File: src/design/edt_pkg.sv
`timescale 1ns / 1ps

package edt_pkg;

	// Operation codes of an input word.
	typedef enum logic [2:0] {
		OP_FIND_ID   = 3'd0,
		OP_FIND_IEEE = 3'd1,
		OP_SET_CD    = 3'd2,
		OP_TICK      = 3'd3,
		OP_READ      = 3'd4,
		OP_INSERT    = 3'd5,
		OP_DELETE    = 3'd6
	} op_t;

	// Result status codes.
	localparam logic [1:0] STAT_OK   = 2'd0;
	localparam logic [1:0] STAT_MISS = 2'd1;
	localparam logic [1:0] STAT_FULL = 2'd2;

	// Commands broadcast to every cell of the chain.
	typedef enum logic [2:0] {
		CELL_HOLD   = 3'd0,
		CELL_ROTATE = 3'd1,
		CELL_TICK   = 3'd2,
		CELL_SET    = 3'd3,
		CELL_INSERT = 3'd4,
		CELL_DELETE = 3'd5
	} cell_op_t;

	typedef struct packed {
		logic [7:0]        machine_id;
		logic [15:0]       short_addr;
		logic [63:0]       ieee_addr;
		logic signed [7:0] countdown;
	} entry_t;

	typedef struct packed {
		cell_op_t op;
		entry_t   data;
	} cell_ctl_t;

endpackage

File: src/design/end_device_table_core.sv
`timescale 1ns / 1ps

// Ordered table of up to CAPACITY end devices held in a ring of cells, one entry per
// cell. For set, tick, insert, delete and unused opcodes the cells update in parallel
// at the edge that takes the input word; the result is then loaded into the output
// register from the emit state once that register is free. Find by id, find by IEEE
// address and read first walk the ring: it rotates by one cell per cycle until it has
// gone once round, so that every entry passes the head cell, where it is compared or
// captured, and the ring ends up in its original order. A new input word is taken only
// once the previous result sits in the output register. No clearing pass follows reset.
module end_device_table_core #(
	parameter int CAPACITY = 16
) (
	input  logic                    clk,
	input  logic                    arst_n,
	input  logic                    in_valid,
	output logic                    in_stall,
	input  logic [2:0]              opcode,
	input  logic [$clog2(CAPACITY+1)-1:0] position,
	input  logic [7:0]              machine_id,
	input  logic [15:0]             short_addr,
	input  logic [63:0]             ieee_addr,
	input  logic signed [7:0]       countdown,
	output logic                    out_valid,
	input  logic                    out_stall,
	output logic [1:0]              status,
	output logic [$clog2(CAPACITY+1)-1:0] found_position,
	output logic [7:0]              out_machine_id,
	output logic [15:0]             out_short_addr,
	output logic [63:0]             out_ieee_addr,
	output logic signed [7:0]       out_countdown,
	output logic [$clog2(CAPACITY+1)-1:0] entry_count
);
	import edt_pkg::*;

	localparam int CW = $clog2(CAPACITY + 1);
	localparam int IW = (CAPACITY > 1) ? $clog2(CAPACITY) : 1;
	localparam logic [IW-1:0] LAST_IDX = IW'(CAPACITY - 1);
	localparam logic [CW-1:0] FULL_CNT = CW'(CAPACITY);

	typedef enum logic [2:0] {
		S_IDLE = 3'b001,
		S_WALK = 3'b010,
		S_EMIT = 3'b100
	} state_t;

	state_t          state_q;
	logic [CW-1:0]   count_q;
	op_t             op_q;
	logic [IW-1:0]   k_q;
	logic [7:0]      mid_q;
	logic [63:0]     ieee_q;
	logic [IW-1:0]   j_q;
	logic            found_q;

	logic [1:0]        res_status_q;
	logic [CW-1:0]     res_fpos_q;
	logic [7:0]        res_mid_q;
	logic [15:0]       res_sa_q;
	logic [63:0]       res_ieee_q;
	logic signed [7:0] res_cd_q;

	logic              out_valid_q;
	logic [1:0]        out_status_q;
	logic [CW-1:0]     out_fpos_q;
	logic [7:0]        out_mid_q;
	logic [15:0]       out_sa_q;
	logic [63:0]       out_ieee_q;
	logic signed [7:0] out_cd_q;
	logic [CW-1:0]     out_count_q;

	entry_t    cells [CAPACITY];
	entry_t    head;
	cell_ctl_t cell_ctl;
	logic [IW-1:0] cell_k;

	op_t           op_in;
	logic          in_acc;
	logic          pos_nz;
	logic [CW-1:0] k_set;
	logic          set_ok;
	logic          rd_ok;
	logic          ins_ok;
	logic          full;
	logic          j_in_use;
	logic          hit;
	logic          out_load;

	assign in_stall = (state_q != S_IDLE);
	assign in_acc   = in_valid && !in_stall;
	assign op_in    = op_t'(opcode);
	assign head     = cells[0];

	// Position checks, all against the count before this operation.
	assign pos_nz = (position != '0);
	assign k_set  = pos_nz ? (position - CW'(1)) : '0;
	assign set_ok = (k_set < count_q);
	assign rd_ok  = pos_nz && (position <= count_q);
	assign ins_ok = pos_nz && ((CW+1)'(position) <= ((CW+1)'(count_q) + (CW+1)'(1)));
	assign full   = (count_q == FULL_CNT);
	assign cell_k = k_set[IW-1:0];

	assign j_in_use = (CW'(j_q) < count_q);
	assign hit = (op_q == OP_FIND_ID) ? (head.machine_id == mid_q) : (head.ieee_addr == ieee_q);

	always_comb begin
		cell_ctl.op   = CELL_HOLD;
		cell_ctl.data = '{machine_id: machine_id, short_addr: short_addr,
				ieee_addr: ieee_addr, countdown: countdown};
		if (state_q == S_WALK) begin
			cell_ctl.op = CELL_ROTATE;
		end else if (in_acc) begin
			case (op_in)
				OP_SET_CD: begin
					if (set_ok) begin
						cell_ctl.op = CELL_SET;
					end
				end
				OP_TICK: begin
					cell_ctl.op = CELL_TICK;
				end
				OP_INSERT: begin
					if (ins_ok && !full) begin
						cell_ctl.op = CELL_INSERT;
					end
				end
				OP_DELETE: begin
					if (rd_ok) begin
						cell_ctl.op = CELL_DELETE;
					end
				end
				default: begin
					cell_ctl.op = CELL_HOLD;
				end
			endcase
		end
	end

	for (genvar i = 0; i < CAPACITY; i++) begin : g_cell
		edt_cell #(
			.IW (IW),
			.CW (CW),
			.IDX(i)
		) u_cell (
			.clk       (clk),
			.ctl       (cell_ctl),
			.k         (cell_k),
			.count     (count_q),
			.prev_entry(cells[(i + CAPACITY - 1) % CAPACITY]),
			.next_entry(cells[(i + 1) % CAPACITY]),
			.entry     (cells[i])
		);
	end

	assign out_load = (state_q == S_EMIT) && (!out_valid_q || !out_stall);

	always_ff @(posedge clk or negedge arst_n) begin
		if (!arst_n) begin
			state_q     <= S_IDLE;
			count_q     <= '0;
			found_q     <= 1'b0;
			out_valid_q <= 1'b0;
		end else begin
			if (out_load) begin
				out_valid_q <= 1'b1;
			end else if (!out_stall) begin
				out_valid_q <= 1'b0;
			end

			case (state_q)
				S_IDLE: begin
					if (in_acc) begin
						state_q <= S_EMIT;
						case (op_in)
							OP_FIND_ID, OP_FIND_IEEE, OP_READ: begin
								state_q <= S_WALK;
								found_q <= 1'b0;
							end
							OP_INSERT: begin
								if (ins_ok && !full) begin
									count_q <= count_q + CW'(1);
								end
							end
							OP_DELETE: begin
								if (rd_ok) begin
									count_q <= count_q - CW'(1);
								end
							end
							default: begin
								state_q <= S_EMIT;
							end
						endcase
					end
				end
				S_WALK: begin
					if ((op_q inside {OP_FIND_ID, OP_FIND_IEEE}) && !found_q
							&& j_in_use && hit) begin
						found_q <= 1'b1;
					end
					if (j_q == LAST_IDX) begin
						state_q <= S_EMIT;
					end
				end
				S_EMIT: begin
					if (out_load) begin
						state_q <= S_IDLE;
					end
				end
				default: begin
					state_q <= S_IDLE;
				end
			endcase
		end
	end

	// Operation context and result words.
	always_ff @(posedge clk) begin
		if (in_acc) begin
			op_q   <= op_in;
			k_q    <= cell_k;
			mid_q  <= machine_id;
			ieee_q <= ieee_addr;
			j_q    <= '0;

			res_fpos_q <= '0;
			res_mid_q  <= '0;
			res_sa_q   <= '0;
			res_ieee_q <= '0;
			res_cd_q   <= '0;
			case (op_in)
				OP_SET_CD: res_status_q <= set_ok ? STAT_OK : STAT_MISS;
				OP_TICK:   res_status_q <= STAT_OK;
				OP_READ:   res_status_q <= rd_ok ? STAT_OK : STAT_MISS;
				OP_INSERT: res_status_q <= !ins_ok ? STAT_MISS : (full ? STAT_FULL : STAT_OK);
				OP_DELETE: res_status_q <= rd_ok ? STAT_OK : STAT_MISS;
				default:   res_status_q <= STAT_MISS;
			endcase
		end else if (state_q == S_WALK) begin
			j_q <= j_q + IW'(1);
			// The head cell holds entry j_q during this cycle of the walk.
			if ((op_q inside {OP_FIND_ID, OP_FIND_IEEE}) && !found_q
					&& j_in_use && hit) begin
				res_status_q <= STAT_OK;
				res_fpos_q   <= CW'(j_q) + CW'(1);
				res_sa_q     <= head.short_addr;
			end
			if (op_q == OP_READ && res_status_q == STAT_OK && j_q == k_q) begin
				res_mid_q  <= head.machine_id;
				res_sa_q   <= head.short_addr;
				res_ieee_q <= head.ieee_addr;
				res_cd_q   <= head.countdown;
			end
		end
	end

	always_ff @(posedge clk) begin
		if (out_load) begin
			out_status_q <= res_status_q;
			out_fpos_q   <= res_fpos_q;
			out_mid_q    <= res_mid_q;
			out_sa_q     <= res_sa_q;
			out_ieee_q   <= res_ieee_q;
			out_cd_q     <= res_cd_q;
			out_count_q  <= count_q;
		end
	end

	assign out_valid      = out_valid_q;
	assign status         = out_status_q;
	assign found_position = out_fpos_q;
	assign out_machine_id = out_mid_q;
	assign out_short_addr = out_sa_q;
	assign out_ieee_addr  = out_ieee_q;
	assign out_countdown  = out_cd_q;
	assign entry_count    = out_count_q;

endmodule

File: src/design/edt_cell.sv
`timescale 1ns / 1ps

module edt_cell #(
	parameter int IW  = 4,
	parameter int CW  = 5,
	parameter int IDX = 0
) (
	input  logic              clk,
	input  edt_pkg::cell_ctl_t ctl,
	input  logic [IW-1:0]     k,
	input  logic [CW-1:0]     count,
	input  edt_pkg::entry_t   prev_entry,
	input  edt_pkg::entry_t   next_entry,
	output edt_pkg::entry_t   entry
);
	import edt_pkg::*;

	localparam logic [IW-1:0] MY_IDX = IW'(IDX);
	localparam logic [CW-1:0] MY_POS = CW'(IDX);

	entry_t entry_q;

	always_ff @(posedge clk) begin
		case (ctl.op)
			CELL_HOLD: begin
				entry_q <= entry_q;
			end
			CELL_ROTATE: begin
				entry_q <= next_entry;
			end
			CELL_TICK: begin
				// Only occupied cells count down; negative values clamp to zero.
				if (MY_POS < count) begin
					if (entry_q.countdown[7] || entry_q.countdown == 8'sd0) begin
						entry_q.countdown <= 8'sd0;
					end else begin
						entry_q.countdown <= entry_q.countdown - 8'sd1;
					end
				end
			end
			CELL_SET: begin
				if (k == MY_IDX) begin
					entry_q.countdown <= ctl.data.countdown;
				end
			end
			CELL_INSERT: begin
				if (k == MY_IDX) begin
					entry_q <= ctl.data;
				end else if (k < MY_IDX) begin
					entry_q <= prev_entry;
				end
			end
			CELL_DELETE: begin
				if (k <= MY_IDX) begin
					entry_q <= next_entry;
				end
			end
			default: begin
				entry_q <= entry_q;
			end
		endcase
	end

	assign entry = entry_q;

endmodule
File: config.mk
export PLATFORM = sky130hd
export DESIGN_NAME = end_device_table_core
export DESIGN_NICKNAME = d
export VERILOG_FILES = /design/src/design/edt_pkg.sv /design/src/design/end_device_table_core.sv /design/src/design/edt_cell.sv
export SDC_FILE = /design/constraint.sdc
export NUM_CORES = 2
export LEC_CHECK = 0
export ABC_AREA = 1
export CELL_PAD_IN_SITES_DETAIL_PLACEMENT = 1
export CELL_PAD_IN_SITES_GLOBAL_PLACEMENT = 2
export CORE_MARGIN = 1
export CORE_UTILIZATION = 41
export CTS_CLUSTER_DIAMETER = 100
export DETAILED_ROUTE_END_ITERATION = 8
export DONT_BUFFER_PORTS = 1
export GPL_ROUTABILITY_DRIVEN = 0
export PLACE_DENSITY = 0.79
export SYNTH_ARGS = -nofsm -noshare
export SYNTH_HDL_FRONTEND = slang
export SYNTH_HIERARCHICAL = 1
export SYNTH_SLANG_ARGS = --single-unit
File: constraint.sdc
create_clock -name clk -period 16.2 [get_ports clk]
set_input_delay 1.62 -clock clk [delete_from_list [all_inputs] [get_ports clk]]
set_output_delay 1.62 -clock clk [all_outputs]
set_load 0.05 [all_outputs]
==> out/qor.yml <==
yosys:
  synth.yosys.seq_area_share_pct: 56.56
  synth_edf_count: 1725
  syn_nets: 11020
  synth_cells: 10850
  ys_seq_elements: 1840
  ys_types: 54
  yosysTopAreaCellShare_pct: 54.10
  async_flop_share_pct: 0.5435
  yosys_warnings: 6
  synthTopCellsByArea: "edfxtp_1 (54%), nand2_1 (13%), a31oi_1 (8.1%)"
  synth_top_area_cell: "edfxtp_1"
  netlist_area_um2: 95750
  yosys_most_used_dff: "edfxtp_1"
  syn_avg_cell_area_um2: 8.823
drt:
  wl_per_cell_um: 28.57
  drc: 0
  drt-total-wl_um: 393200
  dr.first_iter.drc_count: 9381
  vias: 84390
  firstDrtPassIters: 8
  viasPerCell: 6.131
  ant_nets: 0
sta:
  finalWorstSetupSlack_ns: 9.232
  worstMarginPinSlew_ns: 1.300
  setup_viol: 0
  final-max-slew-violation-count: 0
  setup_tns_ns: 0
  fmax_mhz: 143.5
  period_share_pct: 43.01
  hold_violations: 0
  slew_headroom_pct: 13.13
  clock-skew-final_ns: 0.03605
  fin_crit_ns: 6.968
  rsz0062_at_grt: "no"
grt:
  grt_max_degree: 177
  grt_antenna_before_repair: 10
  track_usage_pct: 32.63
  overflow: 0
  grt_pass1_wl_um: 576000
  grt_pass1_vias: 85250
clock_network:
  cts_hold_buf: 0
  cts_root_buffer: "clkbuf_16"
  cts_buffers: 208
  cts.clk_slew.worst_paths_ns: 0.06
  post-cts-setup-buffers: 0
  post_cts_resized: 0
  clock_sinks: 1840
  clock_latency_ns: 0.90
  cts_buffer_depth: 3
  htreeDepth: 4
  cts_tree: "yes"
placement:
  place_ws_ns: 8.425
  port_buffers: 0
  dp_hpwl_um: 236300
  placed_area_um2: 97310
power_and_ir_drop:
  powerDensity_nw_per_um2: 160.6
  pwr-share-comb_pct: 23.7
  clockPowerShare_pct: 28.9
  p_leak_nw: 38.69
  p_sw_share_pct: 35.25
  p_seq_share_pct: 47.4
  peakVddDrop_v: 0.00009019
  p_switching_w: 0.005897
  p_int_w: 0.01083
setup_path:
  endpoint_kind: "flop"
  crit_chain: "inv_1, ha_1, inv_1, nor3_1, nand2_1, inv_1, or2_2, inv_1, buf_4, ha_1, nand2_1, nor2_1, a21oi_1, nand4_1, o21ai_0, nand2_1, nand2_4, buf_4, o21ai_0, nor2_4, buf_4, buf_4"
  arrival_ns: 7.47
  slowest_stage: "buf_4"
  r2r_slack_ns: 9.30
  critPathBufInv: 8
  worst_setup_path_start_kind: "primary input"
  crit_required_ns: 16.70
  crit_family: "buffers and inverters"
  crit_type: "primary input to flop"
  cp_max_fo: 51
  cpPeakStageDelay_ns: 0.84
final_layout:
  design_area_um2: 104200
  final_net_count: 10700
  layout-area-overhead-vs-synth_pct: 8.808
  drive_gt1_share_pct: 6.189
die:
  chipWidth_um: 485.2
  start_util_pct: 41.21
  num_rows: 177
  core_um2: 232300
  io_pins: 218
  chipHeight_um: 485.2
  die_area_um2: 235500
run:
  maxCapViolCount: 0
worst_hold_path:
  hold_class: "primary input to asynchronous set/reset pin"
outcome:
  status: "finished, final reports clean"
==> path summary, 6_finish.rpt <==
kind	start	end	cells past startpoint
worst max-delay path	position[0]	g_cell[5].u_cell/entry[91]	22
min in group clk	res_ieee_q[5]	out_ieee_addr[5]	0
max in group asynchronous	arst_n	state_q[0]	0
worst max register to register	count_q[0]	g_cell[2].u_cell/entry[80]	18
worst min register to register	res_ieee_q[5]	out_ieee_addr[5]	0
worst min-delay path	arst_n	count_q[0]	0
==> cell usage in the layout (no fill, tap or decap), types with 6 or more instances in the layout <==
cell	instances
nor2_4	26
buf_4	126
nand3b_1	99
nor2_1	1903
o21ai_0	115
clkbuf_8	20
mux2_2	81
xor2_1	32
edfxtp_1	1725
a31oi_1	1234
clkbuf_16	219
o21ai_1	195
inv_4	17
nand3_1	404
mux2_1	7
clkinv_2	54
dfrtp_1	9
nor3_1	11
nand2_4	18
buf_12	6
xnor2_1	10
ha_1	56
a21oi_1	62
dfxtp_1	105
inv_1	465
clkbuf_1	42
bufinv_16	12
clkinv_1	25
nand2_1	3400
nand4_1	130
diode_2	8
nor2_2	11
inv_6	6
inv_2	25
nor3_4	6
==> area by class of cell <==
| class | instances | area, um2 |
|---|---|---|
| Timing Repair Buffer | 132 | 1066 |
| Antenna cell | 8 | 20.02 |
| Clock buffer | 281 | 5913 |
| Fill cell | 26810 | 128100 |
| Clock inverter | 106 | 934.6 |
| Tap cell | 3043 | 3807 |
| Inverter | 510 | 1953 |
| Multi-Input combinational cell | 7844 | 36330 |
| Sequential cell | 1840 | 54150 |
==> flip-flops by register name, summed over array words and instances (netlist names) <==
name and cells:
g_cell.u_cell/entry 1536, ieee_q 64, out_ieee_addr 64, res_ieee_q 64
out_short_addr 16, res_sa_q 16, mid_q 8, out_countdown 8
out_machine_id 8, res_cd_q 8, res_mid_q 8, count_q 5
entry_count 5, found_position 5, res_fpos_q 5, j_q 4
k_q 4, op_q 3, state_q 3, res_status_q 2
status 2, found_q 1, out_valid 1
==> cells by family after synthesis <==
family	Yosys count	synth area share, %
muxes	88	1.035
adders and majority gates	57	0.7527
DFF	1840	56.56
xor gates and xnor gates	42	0.3842
and+or+nand+nor	6028	25.29
AOI/OAI and AO/OA	1629	10.19
buffers and inverters	1168	5.780
==> synth_stat cells (9+ instances only) <==
library cell and number:
nand2_1 3404, nor2_1 1910, edfxtp_1 1725, a31oi_1 1235, inv_1 466, nand3_1 405, buf_2 367, o21ai_1 195
clkbuf_1 153, nand4_1 130, o21ai_0 115, dfxtp_1 105, nand3b_1 99, mux2_2 81, buf_4 68, a21oi_1 67
buf_6 56, ha_1 56, inv_2 37, xor2_1 32, nor2_2 15, nor2_4 15, nor3_1 12, nand2_2 11
xnor2_1 10, dfrtp_1 9
==> per-stage QoR <==
| step | instances | hold slack, ns | power, W | utilization [%] |
|---|---|---|---|---|
| 5_1_grt | 13760 | 0.4058 | 0.01740 | 44.84 |
| 2_1_floorplan | 10850 | 0.4082 | 0.01029 | - |
| 3_3_place_gp | 13370 | 0.4129 | 0.01170 | 41.89 |
| 6_report | 13760 | 0.4268 | 0.01673 | 44.84 |
| 4_1_cts | 13760 | 0.3799 | 0.01672 | 44.83 |
| 3_5_place_dp | 13370 | 0.4179 | 0.01189 | 41.89 |
==> routing by layer <==
layer,track usage [%],up-vias,part of all wire [%]
li1,-,36660,-
met4,12.46,0,4.0
met2,52.17,4017,45
met3,4.646,780,8.4
met5,0,-,0
met1,44.71,42930,42
==> power by group through the flow <==
stage	logic, W	registers [W]	clock network, W
6_report	0.00396	0.00794	0.00484
5_1_grt	0.00430	0.00805	0.00504
4_1_cts	0.00390	0.00793	0.00490
3_5_place_dp	0.00388	0.00801	0
3_3_place_gp	0.00371	0.00799	0
2_1_floorplan	0.00260	0.00770	0
No activity file was read; power rests on OpenSTA's default activity.
